File: config.mk
export PLATFORM = sky130hd
export DESIGN_NAME = iemm_front
export DESIGN_NICKNAME = d
export VERILOG_FILES = /design/src/rtl/iemm_pkg.sv /design/src/rtl/iemm_front.sv
export SDC_FILE = /design/constraint.sdc
export NUM_CORES = 1
export LEC_CHECK = 0
export BUFFER_PORTS_ARGS = -buffer_cell sky130_fd_sc_hd__buf_2
export CAP_MARGIN = 20
export CORE_MARGIN = 3
export CORE_UTILIZATION = 57
export CTS_BUF_LIST = sky130_fd_sc_hd__clkbuf_8
export CTS_CLUSTER_SIZE = 40
export DETAILED_ROUTE_END_ITERATION = 8
export GPL_TIMING_DRIVEN = 0
export HOLD_SLACK_MARGIN = 0.02
export PLACE_DENSITY = 0.95
export SLEW_MARGIN = 20
export SYNTH_ARGS = -nofsm -noshare
export SYNTH_HDL_FRONTEND = slang
export SYNTH_SLANG_ARGS = --single-unit
File: constraint.sdc
create_clock -name clk_i -period 6 [get_ports clk_i]
set_clock_uncertainty 0.05 [all_clocks]
set_input_delay 0.9 -clock clk_i [delete_from_list [all_inputs] [get_ports clk_i]]
set_output_delay 0.9 -clock clk_i [all_outputs]
set_load 0.05 [all_outputs]
File: src/rtl/iemm_pkg.sv
// Shared types, constants and register indexes for the extrema mark-and-mean unit.
package iemm_pkg;

  // Default frame limits
  localparam int DefMaxRows = 64;
  localparam int DefMaxCols = 64;

  // Configuration register indexes
  localparam logic [1:0] REG_ROWS = 2'd0;
  localparam logic [1:0] REG_COLS = 2'd1;
  localparam logic [1:0] REG_VOI  = 2'd2;

  // Configuration reset values
  localparam logic [6:0] ROWS_RST = 7'd64;
  localparam logic [6:0] COLS_RST = 7'd64;
  localparam logic [8:0] VOI_RST  = 9'h1FF;

  // Input modes and result kinds
  localparam logic MODE_LOAD = 1'b0;
  localparam logic MODE_READ = 1'b1;
  localparam logic KIND_STAT = 1'b0;
  localparam logic KIND_PIX  = 1'b1;

  localparam logic [7:0] PIX_WHITE = 8'd255;

  typedef struct packed {
    logic       mode;
    logic [7:0] pixel;
    logic       last;
    logic [5:0] row;
    logic [5:0] col;
  } in_item_t;

  typedef struct packed {
    logic        kind;
    logic [7:0]  drawn_pixel;
    logic [15:0] mean_q8;
    logic [7:0]  min_value;
    logic [7:0]  max_value;
  } out_item_t;

endpackage

File: src/rtl/iemm_front.sv
// Input side: accepts items and holds them in a two-entry queue for the back end.
module iemm_front (
  input  logic               clk_i,
  input  logic               rst_ni,
  input  logic               in_valid_i,
  output logic               in_stall_o,
  input  iemm_pkg::in_item_t in_data_i,
  output logic               q_valid_o,
  output iemm_pkg::in_item_t q_item_o,
  input  logic               q_pop_i
);
  import iemm_pkg::*;

  in_item_t   buf_q [2];
  logic       wptr_q, rptr_q;
  logic [1:0] cnt_q;
  logic       push;

  assign in_stall_o = (cnt_q == 2'd2);
  assign push       = in_valid_i && !in_stall_o;
  assign q_valid_o  = (cnt_q != 2'd0);
  assign q_item_o   = buf_q[rptr_q];

  // Queue storage
  always_ff @(posedge clk_i) begin
    if (push) begin
      buf_q[wptr_q] <= in_data_i;
    end
  end

  // Pointers and fill count
  always_ff @(posedge clk_i or negedge rst_ni) begin
    if (!rst_ni) begin
      wptr_q <= 1'b0;
      rptr_q <= 1'b0;
      cnt_q  <= 2'd0;
    end else begin
      if (push) wptr_q <= ~wptr_q;
      if (q_pop_i) rptr_q <= ~rptr_q;
      case ({push, q_pop_i})
        2'b10:   cnt_q <= cnt_q + 2'd1;
        2'b01:   cnt_q <= cnt_q - 2'd1;
        default: cnt_q <= cnt_q;
      endcase
    end
  end

endmodule

== Word level (Yosys, flattened, before mapping) ==
Memory sizes are Yosys's and may differ from the RTL's.
Cells that the tools add are included.

* $add $sub $neg: 2
* Equal/unequal tests: 3
* Muxes and demuxes: 3
* Bitwise logic cells: 2
* Reduce and logical (&&, ||, !) cells: 4

{| class="wikitable"
|+ Operator list
! kind !! number
|-
| $eq A2 B2 Y1 const B || 2
|-
| $pmux W2 S2 || 1
|-
| $reduce_bool A2 Y1 || 2
|-
| $add A2 B1 Y2 const B || 1
|-
| $eq A2 B1 Y1 const B || 1
|-
| $mux W1 || 2
|-
| $not A1 Y1 || 2
|-
| $sub A2 B1 Y2 const B || 1
|-
| $logic_and A1 B1 Y1 || 1
|-
| $logic_not A1 Y1 || 1
|}

* Register bits after elaboration: 4
* RAM bits: 44
* Bits of input ports: 26
* Output and inout port bits: 24
* Logic and storage cells: 18
* Memories: 1

{| class="wikitable"
|+ Memories
! memory !! depth !! width !! read ports !! clocked after Yosys merged registers in !! write ports !! line !! RTL
|-
| buf_q || 2 || 22 || 1 || 0 || 1 || iemm_front.sv:14 || <nowiki>in_item_t buf_q [2];</nowiki>
|}

== Depth between registers and ports, before layout ==
* Word-level depth: 5
* Mapped depth: 6
* Depth with buffers taken out: 6

== Least setup slack after synthesis ==
OpenSTA, ideal clock, no wires.

* Kind: input-to-reg
* Start point: input port in_valid_i
* End point: memory buf_q[0][0] in the netlist's numbering, enable pin
* Setup time: 401 ps
* Arrival: 1935 ps
* Data required time: 5549 ps
* Path slack: 3614 ps
* Stages on the path: 2
* Buffers on the path: 0
* Cells stage by stage: nand2_1 nor2_1

* Cells in the longest elaborated chain, start to end: 3

{| class="wikitable"
|+ Ends and longest elaborated chain
! what !! line !! RTL
|-
| from (decl) || iemm_front.sv:5 || <nowiki>input logic in_valid_i,</nowiki>
|-
| $logic_and A1 B1 Y1 || iemm_front.sv:20 || <nowiki>assign push = in_valid_i && !in_stall_o;</nowiki>
|-
| $mux W1 || iemm_front.sv:26 || <nowiki>if (push) begin</nowiki>
|-
| $mux W1 (not written as such) || iemm_front.sv:27 || <nowiki>buf_q[wptr_q] <= in_data_i;</nowiki>
|-
| to (decl) || iemm_front.sv:14 ||
|}

No other way between the ends.

==> qor.yml <==
logic_synthesis:
  syn_nets: 112
  yosys-top-cells-area: "edfxtp_1 (74%), mux2_2 (14%), dfrtp_1 (5.6%), xnor2_1 (1.5%), buf_6 (1.3%)"
  synthSimpleGateAreaFrac_pct: 1.69
  synth_area_per_cell_um2: 21.0
  synth_top_area_share_pct: 74.2
  synth_fa_ha_area_share_pct: 0.702
  synth_top_cell_by_area: "edfxtp_1"
  synth_compound_area_share_pct: 0
  synth_seq_cells: 48
  yosys_warnings: 0
  synth_top_family_by_area: "multiplexers"
  postSynthCellCount: 85
  ys_types: 13
  syn_area_um2: 1780
  synthXorXnorAreaFrac_pct: 2.46
  synth.area.mux_share_pct: 13.9
  ys_seq_area_share_pct: 79.8
worst_setup_path:
  rr_endpoint: "buf_q[1][0]"
  r2r_cells: 2
  crit_end: "q_item_o[12]"
  crit_fanout: 10
  critPathLaunch: "rptr_q"
  rrSetupSlack_ns: 4.14
  start_kind: "flip-flop"
  cp.required_ns: 5.05
  critPathArrivalTime_ns: 1.50
  path_class: "flip-flop to output pin"
  worstSetupEndpointType: "output pin"
  rr_startpoint: "cnt_q[0]"
grt:
  antenna_found_initial: 0
  grt.overflow.total: 0
  grt_usage_pct: 15.8
  grt_max_degree: 23
  grt_pass1_vias: 951
  grt_pass1_wl_um: 4090
die:
  start_util_pct: 61.9
  io_pins: 50
  die_w_um: 61.9
  design.core.area_um2: 2880
  die_area_um2: 3830
  rows: 19
  die_h_um: 61.9
route:
  drtAntennaViolNets: 0
  via_per_inst: 4.94
  drc: 0
  wl_per_cell_um: 14.6
  first_pass_iters: 4
  initialDrtViolationCount: 17
  vias: 913
  wirelength_um: 2700
clock_network:
  hold_buffers: 0
  cts.sinks: 48
  cts_resized: 0
  cts_tree: "done"
  cts-root-buf: "clkbuf_8"
  numCtsBuffers: 5
  clk_latency_ns: 0.28
  h-tree-depth: 2
  cts.clk_slew.worst_paths_ns: 0.08
  cts_buffer_depth: 2
  cts_setup_buffers: 0
power:
  leakagePower_nw: 0.839
  p_per_area_nw_per_um2: 560
  peakVddDrop_mv: 0.391
sta:
  hold_viol: 0
  min_period_ns: 2.45
  worstMarginPinSlew_ns: 1.01
  setup_violations: 0
  drv_slew: 0
  layout_setup_ws_ns: 3.55
  max_slew_margin_pct: 32.7
  period_share_pct: 40.8
  grt_setup_unrepaired: "no"
  fmax_mhz: 408
  setup_tns_ns: 0
final_layout:
  nNetsFinal: 169
  multi_input_area_um2: 337
  syn2layout_area_growth_pct: 22.6
  filler_cell_count: 183
  drive_above_1_share_pct: 58.0
  diodes: 0
  seq_area_um2: 1420
outcome:
  status: "complete, no violations"
job:
  cap_violations: 0
placed_design:
  gp_congestion: 0.682
  hpwlAfterDp_um: 2010
  pre_cts_ws_ns: 3.71
  port_buffers: 49
min_path:
  hp-class: "input port to async pin"
## power by group
group / total (mW) / switching, mW / leakage, nW / internal (mW)
Sequential: 0.492 / 0.0317 / 0.455 / 0.461
Combinational: 0.554 / 0.389 / 0.346 / 0.165
Clock: 0.177 / 0.0964 / 0.0378 / 0.0803
Total: 1.22 / 0.517 / 0.839 / 0.706
## flip-flops by register name, indices dropped and copies added (netlist names)
register / flops
rptr_q: 1
wptr_q: 1
cnt_q: 2
buf_q: 44
## kinds of logic after synthesis
logic type,count (synthesis)
buffers and inverters,3
DFF,48
adders and majority gates,1
xor gates and xnor gates,5
muxes,22
and+or+nand+nor,6
## metal layers
metal / share of wire [%] / up-vias / wire length (um) / global-route usage [%]
met5: 0 / - / 0 / 0
met4: 0.85 / 0 / 23 / 3.64
met3: 9.2 / 4 / 248 / 7.85
met2: 51 / 43 / 1370 / 27.5
met1: 39 / 429 / 1050 / 17.3
li1: - / 437 / - / -
## layout by cell type, fill, tap and decap left out, drive strengths merged
cell type	count
buf	52
clkinv	1
or2	1
ha	1
mux2	22
edfxtp	44
dfrtp	4
xor2	2
clkinvlp	2
inv	1
clkbuf	5
nor2	2
and3	1
nand2b	1
xnor2	3
nand2	1
## cell usage after synthesis (all sizes together)
master and n:
and3 1, buf 2, dfrtp 4, edfxtp 44, ha 1, inv 1, mux2 22, nand2 1
nand2b 1, nor2 2, or2 1, xnor2 3, xor2 2
## critical path, stage by stage, from the launching register on
cell and delay, ns:
dfrtp_1 0.46, buf_6 0.19, mux2_2 0.36, buf_2 0.21
## how the worst min path moves through the flow
stage	startpoint	endpoint	slack (ns)	depth (start not counted)
5_1_grt	rst_ni	cnt_q[1]	0.34	1
4_1_cts	rst_ni	cnt_q[1]	0.35	1
2_1_floorplan	cnt_q[1]	cnt_q[1]	0.41	1
6_report	rst_ni	cnt_q[1]	0.35	1
3_5_place_dp	cnt_q[1]	cnt_q[1]	0.43	1
3_3_place_gp	cnt_q[1]	cnt_q[1]	0.42	1
## stage by stage
stage          util [%]  instances  power (mW)  instance area, um2  hold slack (ns)
4_1_cts            75.9        185        1.24                2180            0.347
2_1_floorplan         -         85       0.936                1780            0.406
5_1_grt            75.9        185        1.28                2180            0.339
6_report           75.9        185        1.22                2180            0.354
3_5_place_dp       72.9        177        1.06                2100            0.434
3_3_place_gp       72.3        176        1.03                2080            0.420
## area by class of cell
| cell class | count | share of cell area [%] |
|---|---|---|
| Multi-Input combinational cell | 34 | 15.4 |
| Buffer | 2 | 1.03 |
| Clock buffer | 5 | 3.15 |
| Timing Repair Buffer | 50 | 11.9 |
| Tap cell | 42 | 2.41 |
| Sequential cell | 48 | 65.1 |
| Inverter | 1 | 0.172 |
| Clock inverter | 3 | 0.859 |
Power figures use the tool's default switching activity.
